==> config.mk <==
export PLATFORM = sky130hd
export DESIGN_NAME = vbs_front
export DESIGN_NICKNAME = d
export VERILOG_FILES = /design/src/design/vbs_pkg.sv /design/src/design/vbs_front.sv
export SDC_FILE = /design/constraint.sdc
export NUM_CORES = 1
export LEC_CHECK = 0
export ABC_CLOCK_PERIOD_IN_PS = 4080
export BUFFER_PORTS_ARGS = -buffer_cell sky130_fd_sc_hd__buf_2
export CORE_MARGIN = 2
export CORE_UTILIZATION = 45
export DETAILED_ROUTE_END_ITERATION = 8
export GPL_ROUTABILITY_DRIVEN = 0
export PLACE_DENSITY_LB_ADDON = 0.1
export SLEW_MARGIN = 40
export SYNTH_ARGS = -nofsm -noshare
export SYNTH_HDL_FRONTEND = slang
export SYNTH_SLANG_ARGS = --single-unit
export TNS_END_PERCENT = 50
==> constraint.sdc <==
create_clock -name clk -period 4.08 [get_ports clk]
set_input_delay 0.204 -clock clk [delete_from_list [all_inputs] [get_ports clk]]
set_output_delay 0.204 -clock clk [all_outputs]
set_load 0.05 [all_outputs]
==> src/design/vbs_pkg.sv <==
// Shared types and constants of the voxel box statistics block.
package vbs_pkg;

  localparam int IDX_W   = 9;   // widest corner index the block supports
  localparam int ADDR_W  = 15;
  localparam int VAL_W   = 8;
  localparam int FRAC_W  = 17;
  localparam int DEV_W   = 30;
  localparam int CNT_W   = 16;
  localparam int RLIM_W  = 9;
  localparam int DLIM_W  = 14;
  localparam int CFGI_W  = 2;

  localparam logic OP_LOAD  = 1'b0;
  localparam logic OP_QUERY = 1'b1;

  localparam logic [CFGI_W-1:0] CFG_RANGE_LIMIT     = 2'd0;
  localparam logic [CFGI_W-1:0] CFG_DEVIATION_LIMIT = 2'd1;

  localparam logic [RLIM_W-1:0] RANGE_LIMIT_RST     = 9'd26;
  localparam logic [DLIM_W-1:0] DEVIATION_LIMIT_RST = 14'd5000;

  localparam logic [15:0] SQ255 = 16'd65025;

  // Classified request handed from the front to the back
  typedef struct packed {
    logic                           op;
    logic [ADDR_W-1:0]              addr;
    logic [VAL_W-1:0]               value;
    logic [2:0][IDX_W-1:0]          lo;
    logic [2:0][IDX_W-1:0]          hi;
    logic                           empty;
  } vbs_req_t;

endpackage

==> src/design/vbs_front.sv <==
// Front end: takes requests, turns corners into indices, queues them.
module vbs_front #(
  parameter int SIDE = 32
) (
  input  logic                       clk,
  input  logic                       rst_n,
  input  logic                       start,
  output logic                       busy,
  input  logic                       in_operation,
  input  logic [vbs_pkg::ADDR_W-1:0] in_voxel_address,
  input  logic [vbs_pkg::VAL_W-1:0]  in_voxel_value,
  input  logic [vbs_pkg::FRAC_W-1:0] in_corner_low_x,
  input  logic [vbs_pkg::FRAC_W-1:0] in_corner_low_y,
  input  logic [vbs_pkg::FRAC_W-1:0] in_corner_low_z,
  input  logic [vbs_pkg::FRAC_W-1:0] in_corner_high_x,
  input  logic [vbs_pkg::FRAC_W-1:0] in_corner_high_y,
  input  logic [vbs_pkg::FRAC_W-1:0] in_corner_high_z,
  output logic                       q_valid,
  output vbs_pkg::vbs_req_t          q_req,
  input  logic                       q_take
);
  import vbs_pkg::*;

  localparam int PW = $clog2(SIDE + 1);
  localparam int MW = FRAC_W + PW;
  localparam logic [PW:0] SIDE_M1 = (PW+1)'(SIDE - 1);

  vbs_req_t         req_c;
  vbs_req_t         q_mem_r [2];
  logic             wr_ptr_r;
  logic             rd_ptr_r;
  logic [1:0]       cnt_r;
  logic             push;
  logic [FRAC_W-1:0] lo_f [3];
  logic [FRAC_W-1:0] hi_f [3];

  // Scale a fraction by the side and clamp to the last index
  function automatic logic [IDX_W-1:0] corner_idx(input logic [FRAC_W-1:0] f);
    logic [MW-1:0] prod;
    logic [PW:0]   idx;
    prod = MW'(f) * MW'(SIDE);
    idx  = (PW+1)'(prod >> 16);
    if (idx > SIDE_M1) idx = SIDE_M1;
    return IDX_W'(idx);
  endfunction

  assign lo_f[0] = in_corner_low_x;
  assign lo_f[1] = in_corner_low_y;
  assign lo_f[2] = in_corner_low_z;
  assign hi_f[0] = in_corner_high_x;
  assign hi_f[1] = in_corner_high_y;
  assign hi_f[2] = in_corner_high_z;

  // Classify the incoming request
  always_comb begin
    req_c       = '0;
    req_c.op    = in_operation;
    req_c.addr  = in_voxel_address;
    req_c.value = in_voxel_value;
    for (int d = 0; d < 3; d++) begin
      req_c.lo[d] = corner_idx(lo_f[d]);
      req_c.hi[d] = corner_idx(hi_f[d]);
      if (req_c.lo[d] > req_c.hi[d]) req_c.empty = 1'b1;
    end
  end

  assign busy    = (cnt_r == 2'd2);
  assign push    = start && !busy;
  assign q_valid = (cnt_r != 2'd0);
  assign q_req   = q_mem_r[rd_ptr_r];

  // Hold queue payload
  always_ff @(posedge clk) begin
    if (push) q_mem_r[wr_ptr_r] <= req_c;
  end

  // Advance queue pointers
  always_ff @(posedge clk) begin
    if (!rst_n) begin
      wr_ptr_r <= 1'b0;
      rd_ptr_r <= 1'b0;
      cnt_r    <= 2'd0;
    end else begin
      if (push) wr_ptr_r <= !wr_ptr_r;
      if (q_take) rd_ptr_r <= !rd_ptr_r;
      case ({push, q_take})
        2'b10:   cnt_r <= cnt_r + 2'd1;
        2'b01:   cnt_r <= cnt_r - 2'd1;
        default: cnt_r <= cnt_r;
      endcase
    end
  end

endmodule

==> results.sh, run 1 <==
export IMPL_multi_input_area_mm2=0.001508
export IMPL_fin_skew_ps=8.311
export IMPL_track_usage_pct=15.84
export IMPL_routed_wl_um=9709
export IMPL_slew_headroom_pct=47.65
export IMPL_cp_end_kind="register"
export IMPL_syn2layout_area_growth_pct=30.89
export IMPL_grt_pass1_wl_um=15480
export IMPL_ys_flop_type="edfxtp_1"
export IMPL_vias_per_cell=4.716
export IMPL_clkSlewWorstSetupHoldPaths_ps=60
export IMPL_switching_share_pct=30.01
export IMPL_clk_latency_ps=400
export IMPL_post_cts_setup_buffers=0
export IMPL_tightestPinTransition_ps=785.2
export IMPL_yosys_area_share_simple_pct=5.218
export IMPL_synth_cell_types=32
export IMPL_muxShareOfSynthArea_pct=12.79
export IMPL_min_period_ps=2174
export IMPL_die_area_mm2=0.01283
export IMPL_core_area_mm2=0.01152
export IMPL_dr_wl_met3_um=629
export IMPL_synth_top_area_share_pct=68.20
export IMPL_cp_arrival_ps=2220
export IMPL_synth_seq_cells=127
export IMPL_ys_top_cells_by_count="edfxtp_1 (122), mux2_2 (61), or2_2 (20)"
export IMPL_diodes=0
export IMPL_critPathKind="reg2reg"
export IMPL_yosysWarnings=0
export IMPL_drc=9
export IMPL_hold_viol_final=0
export IMPL_cellInternalPower_w=0.002721
export IMPL_final_setup_worst_slack_ps=1906
export IMPL_synth_adder_area_share_pct=4.403
export IMPL_dr_pass1_iters=7
export IMPL_top_layer="met4"
export IMPL_synth_area_top_cells="edfxtp_1 (68%), mux2_2 (13%), ha_1 (4.2%), buf_4 (2.5%), or2_2 (2.3%)"
export IMPL_fin_crit_sh_pct=53.28
export IMPL_synth_area_leader_cell="edfxtp_1"
export IMPL_regArea_mm2=0.003765
export IMPL_synth_compound_area_share_pct=2.166
export IMPL_utilization_pct=61.05
export IMPL_drtIter0Drc=176
export IMPL_cts_sinks=127
export IMPL_pre_cts_slack_ps=1869
export IMPL_cp_max_fo=32
export IMPL_synth_edf_count=122
export IMPL_die_x_um=113.3
export IMPL_io_buffers=126
export IMPL_routedWlPerCell_um=14.67
export IMPL_vias=3122
export IMPL_critical_path_required_ps=4130
export IMPL_syn_area_mm2=0.005371
export IMPL_io_pins=211
export IMPL_status="finished with violations"
export IMPL_critPathLaunchType="register"
export IMPL_failed_checks="DRC"
export IMPL_root_buffer="clkbuf_16"
export IMPL_cts_htree_levels=4
export IMPL_die_h_um=113.3
export IMPL_avgSynthCellArea_um2=16.63
export IMPL_cts_hold_buf=24
export IMPL_final_max_slew_viol_count=0
export IMPL_synth_top_family_by_area="multiplexers"
export IMPL_antenna_found_initial=0
export IMPL_power_density_mw_per_mm2=553.0
export IMPL_synth_async_sr_flop_share_pct=0
export IMPL_max_clock_path_buffers=2
export IMPL_ant_nets=0
export IMPL_tns_ps=0
export IMPL_synth_cells=323
export IMPL_cts_buffers=17
export IMPL_hpwl_um=6285
export IMPL_hp_class="in2reg"
export IMPL_report_power_total_w=0.003888
export IMPL_p_seq_share_pct=41.5
export IMPL_fill_cells=918
export IMPL_grt_start_max_net_pins=62
export IMPL_ir_worst_vdd_mv=0.2204
export IMPL_setup_viol=0
export IMPL_cts_repair_resized=0
export IMPL_overflow=0
export IMPL_p_comb_share_pct=21.4
export IMPL_p_clk_share_pct=37.1
export IMPL_grt_pass1_vias=3286
export IMPL_wl_met2_um=4931
export IMPL_drive_above_1_share_pct=47.78
export IMPL_fmax_mhz=460.0
export IMPL_met1_length_um=3993
export IMPL_rsz0062_at_grt="false"
export IMPL_rows=39
export IMPL_p_leak_nw=2.775
export IMPL_nets=654
export IMPL_ys_seq_area_share_pct=70.07
export IMPL_net_switching_power_w=0.001167
export IMPL_initial_core_util_pct=46.64
export IMPL_yosysMostFrequentCell="edfxtp_1"
export IMPL_cts_tree="yes"
export IMPL_synthXorXnorAreaFrac_pct=0.8153
export IMPL_maxCapViolCount=0
## cell usage in the layout, fill, tap and decap left out, types with 3 or more instances in the layout
cell type / Yosys / routed
or2_2: 20 / 20
clkbuf_16: 0 / 17
a21oi_1: 4 / 4
clkinvlp_4: 0 / 5
conb_1: 2 / 36
xnor2_1: 3 / 3
edfxtp_1: 122 / 122
inv_1: 18 / 18
ha_1: 18 / 18
dfxtp_1: 5 / 4
and2_1: 4 / 4
nor2_1: 12 / 11
a21o_1: 5 / 5
clkinv_2: 0 / 3
dlygate4sd3_1: 0 / 24
nand3_1: 3 / 3
buf_2: 6 / 126
mux2_2: 61 / 61
## sequential cells by signal, indices dropped and copies added (netlist names), named ones only
signal and cells:
cnt_r 2, rd_ptr_r 1, q_mem_r 122, wr_ptr_r 1
## area by class of cell
class | instances | area share [%]
clock buffers | 17 | 6.051
flip-flops and latches | 127 | 53.55
repair buffers | 155 | 13.37
well taps | 143 | 2.545
inverters | 18 | 0.9610
multi-input cells | 187 | 21.45
clock inverters | 15 | 2.082
## stage by stage
| step | cells | hold slack, ps | cell area, um^2 |
|---|---|---|---|
| floorplan | 357 | 302.9 | 5499 |
| global placement | 604 | 392.2 | 6185 |
| detailed placement | 606 | 398.8 | 6215 |
| CTS | 662 | 31.90 | 7027 |
| global route | 662 | 57.25 | 7030 |
| finish | 662 | 54.62 | 7030 |
## logic make-up (layout without fill, tap and decap cells)
group / count (synthesis) / count (layout)
buf+inv: 43 / 205
fa+ha+maj: 19 / 19
xor+xnor: 5 / 5
simple gates: 50 / 50
flops: 127 / 127
compound gates: 16 / 16
other cells: 2 / 36
mux: 61 / 61
## path summary, 6_finish.rpt
path                            slack, ps        endpoint  cells past startpoint     start
worst max-delay path                 1910  q_mem_r[1][19]                      3  cnt_r[0]
worst min-delay path                   50        register                      2     rst_n
worst max register to register       1910  q_mem_r[1][19]                      3  cnt_r[0]
worst min register to register        530        cnt_r[1]                      2  cnt_r[1]
## worst max-delay path, stage by stage, from the launching register on
cell      delay (ps)
dfxtp_1          380
nand2b_1         160
and3_2           710
buf_4            530
## power groups by stage
stage | clock (W) | sequential, W | combinational [W]
final | 0.00144 | 0.00161 | 0.000831
after detailed placement | 0 | 0.00164 | 0.000819
after CTS | 0.00148 | 0.00161 | 0.000841
after global placement | 0 | 0.00163 | 0.000803
after global routing | 0.00154 | 0.00162 | 0.000883
after floorplan | 0 | 0.00164 | 0.000636
## metal layers
metal / track usage, % / vias to the layer above
met5: 0 / -
met1: 17.79 / 1478
met4: 6.423 / 0
met2: 28.06 / 109
li1: - / 1521
met3: 4.874 / 14
Power figures use the tool's default switching activity.
==> inputs of run 2 (changes only) <==
--- a/config.mk
+++ b/config.mk
@@ -5,7 +5,8 @@
 export SDC_FILE = /design/constraint.sdc
 export NUM_CORES = 1
 export LEC_CHECK = 0
-export ABC_CLOCK_PERIOD_IN_PS = 4080
+export ABC_AREA = 1
+export ABC_CLOCK_PERIOD_IN_PS = 2000
 export BUFFER_PORTS_ARGS = -buffer_cell sky130_fd_sc_hd__buf_2
 export CORE_MARGIN = 2
 export CORE_UTILIZATION = 45
==> constraint.sdc (replaced) <==
create_clock -name clk -period 2 [get_ports clk]
set_input_delay 0.1 -clock clk [delete_from_list [all_inputs] [get_ports clk]]
set_output_delay 0.1 -clock clk [all_outputs]
set_load 0.05 [all_outputs]
==> run 2 against run 1 <==
- the run now ends clean
- sequential power is 98% higher
- via count is 7.7% higher
- first-iteration DRC count is 3.4% lower
- global-route usage hardly changed
- cell area is 7.6% higher
- sequential share of layout area is 3.7 points lower
- power is 89% higher
- flip-flop and latch count stayed put
- synthesized area is 4.9% higher
- utilization is 1.4 points higher
- largest cell class unchanged
==> results.sh, run 2 <==
export IMPL_die_x_um=115.9
export IMPL_initial_core_util_pct=46.52
export IMPL_regMostFlops="q_mem_r"
export IMPL_synth_cells=349
export IMPL_mostFrequentLayoutCells="buf_2 (126), edfxtp_1 (122), mux2_4 (60)"
export IMPL_rr_worst_depth=7
export IMPL_overflow=0
export IMPL_utilization_pct=62.44
export IMPL_top_layer="met4"
export IMPL_routedWlPerCell_um=13.78
export IMPL_critical_path_required_ps=1900
export IMPL_root_buffer="clkbuf_16"
export IMPL_fmax_mhz=550.5
export IMPL_yosysWarnings=0
export IMPL_grt_pass1_wl_um=15570
export IMPL_cp_max_fo=23
export IMPL_synth_area_leader_cell="edfxtp_1"
export IMPL_r2r_start="cnt_r[1]"
export IMPL_ys_top_cells_by_count="edfxtp_1 (122), mux2_4 (60), nor2_1 (31), inv_1 (21), nand2_1 (21)"
export IMPL_ys_flop_type="edfxtp_1"
export IMPL_antenna_found_initial=0
export IMPL_grt_start_max_net_pins=47
export IMPL_die_h_um=115.9
export IMPL_r2r_slack_ps=400
export IMPL_synth_compound_area_share_pct=1.666
export IMPL_avgSynthCellArea_um2=16.14
export IMPL_ir_worst_vdd_mv=0.4677
export IMPL_report_power_total_w=0.007330
export IMPL_timing_critical_path_to="q_req[55]"
export IMPL_vias=3361
export IMPL_drive_above_1_share_pct=41.49
export IMPL_cp_slowest_cell="buf_4"
export IMPL_muxShareOfSynthArea_pct=16.19
export IMPL_cp_end_kind="output pin"
export IMPL_cts_sinks=127
export IMPL_wl_met2_um=5244
export IMPL_dr_pass1_iters=4
export IMPL_worstHoldPathCells=2
export IMPL_clk_latency_ps=410
export IMPL_synthXorXnorAreaFrac_pct=0
export IMPL_final_max_slew_viol_count=0
export IMPL_hold_viol_final=0
export IMPL_power_density_mw_per_mm2=969.2
export IMPL_synth_area_top_cells="edfxtp_1 (65%), mux2_4 (16%), ha_1 (4.0%), buf_4 (2.4%), nor2_1 (2.1%)"
export IMPL_synth_cell_types=24
export IMPL_synth_edf_count=122
export IMPL_io_buffers=126
export IMPL_track_usage_pct=15.86
export IMPL_vias_per_cell=4.511
export IMPL_ys_seq_area_share_pct=66.80
export IMPL_rows=40
export IMPL_top_regs="q_mem_r: 122 flops, cnt_r: 2 flops"
export IMPL_final_common_cell="buf_2"
export IMPL_syn2layout_area_growth_pct=34.22
export IMPL_clkSlewWorstSetupHoldPaths_ps=50
export IMPL_synth_adder_area_share_pct=3.997
export IMPL_r2r_end="cnt_r[1]"
export IMPL_cts_repair_resized=0
export IMPL_routed_wl_um=10260
export IMPL_io_pins=211
export IMPL_cp_arrival_ps=1720
export IMPL_setup_viol=0
export IMPL_nets=712
export IMPL_cts_hold_buf=55
export IMPL_critPathKind="reg2out"
export IMPL_synth_seq_cells=127
export IMPL_met1_length_um=4103
export IMPL_cts_tree="yes"
export IMPL_cpPeakStageDelay_ps=390
export IMPL_drtIter0Drc=170
export IMPL_status="completed"
export IMPL_rsz0062_at_grt="false"
export IMPL_yosys_area_share_simple_pct=5.841
export IMPL_ant_nets=0
export IMPL_maxCapViolCount=0
export IMPL_synth_top_family_by_area="multiplexers"
export IMPL_grt_pass1_vias=3350
export IMPL_hpwl_um=6326
export IMPL_synth_top_area_share_pct=65.02
export IMPL_max_clock_path_buffers=2
export IMPL_cts_buffers=17
export IMPL_fill_cells=957
export IMPL_largest_reg_flops=122
export IMPL_tns_ps=0
export IMPL_min_period_ps=1816
export IMPL_critPathLaunchType="register"
export IMPL_post_cts_setup_buffers=0
export IMPL_hp_class="in2reg"
export IMPL_core_area_mm2=0.01211
export IMPL_cp_cell_sequence="buf_4 > mux2_4 > buf_2"
export IMPL_fin_crit_sh_pct=90.82
export IMPL_cts_htree_levels=4
export IMPL_dr_wl_met3_um=595
export IMPL_synth_async_sr_flop_share_pct=0
export IMPL_syn_area_mm2=0.005634
export IMPL_yosysMostFrequentCell="edfxtp_1"
export IMPL_regArea_mm2=0.003767
export IMPL_drc=0
export IMPL_die_area_mm2=0.01343
export IMPL_multi_input_area_mm2=0.001710
export IMPL_fin_skew_ps=3.917
export IMPL_p_leak_nw=3.150
run 2: cell types whose count changed in the layout (fill, tap and decap cells not counted), moves of 5 or more:
cell           before  now
or2_2              20   14
a21oi_1             4    9
mux2_4              0   60
mux2_2             61    0
a21o_1              5    0
nand2_1             2   21
nor2_1             11   29
o21ai_1             0    6
dlygate4sd3_1      24   55
run 2: critical path, delay by kind of cell (launching register included):
family	cells	cell delay, ps
buf+inv	2	600
flops	1	350
mux	1	340
run 2: worst min path at each step:
stage	to	start
global placement	q_mem_r[0][45]	in_voxel_address[0]
finish	q_mem_r[0][33]	in_corner_low_z[13]
global route	q_mem_r[1][33]	in_corner_low_z[13]
CTS	q_mem_r[0][33]	in_corner_low_z[13]
detailed placement	q_mem_r[0][53]	in_voxel_address[8]
floorplan	q_mem_r[0][37]	in_voxel_value[0]
run 2: final cells by class:
class | instances | share of cell area [%]
Sequential cell | 127 | 49.82
Multi-Input combinational cell | 206 | 22.62
Timing Repair Buffer | 187 | 16.71
Clock buffer | 21 | 5.824
Tap cell | 168 | 2.780
Inverter | 25 | 1.257
Clock inverter | 10 | 0.9596
Antenna cell | 1 | 0.03309
run 2: cell families after synthesis:
group,Yosys count
other cells,2
mux,61
flops,127
fa+ha+maj,18
buf+inv,50
compound gates,18
simple gates,73
run 2: metal layers:
layer	vias up	global-route usage [%]
li1	1637	-
met1	1582	17.20
met2	111	27.13
met3	31	5.021
met4	0	9.683
met5	-	0
run 2: stage by stage:
| step | worst slack (ps) | cell area [um^2] | hold WS (ps) | instances |
|---|---|---|---|---|
| after global routing | 68.08 | 7560 | 22.91 | 744 |
| after detailed placement | 246.4 | 6496 | 291.5 | 658 |
| after global placement | 285.6 | 6496 | 289.9 | 658 |
| after CTS | 136.7 | 7560 | 5.929 | 744 |
| after floorplan | -509.3 | 5767 | 198.9 | 383 |
| final | 183.6 | 7562 | 30.48 | 745 |
run 2: report_power, final:
part / total (W) / internal [W] / switching, W
Clock: 0.00267 / 0.00167 / 0.00100
Sequential: 0.00319 / 0.00314 / 0.0000468
Combinational: 0.00147 / 0.000499 / 0.000970
Total: 0.00733 / 0.00531 / 0.00202
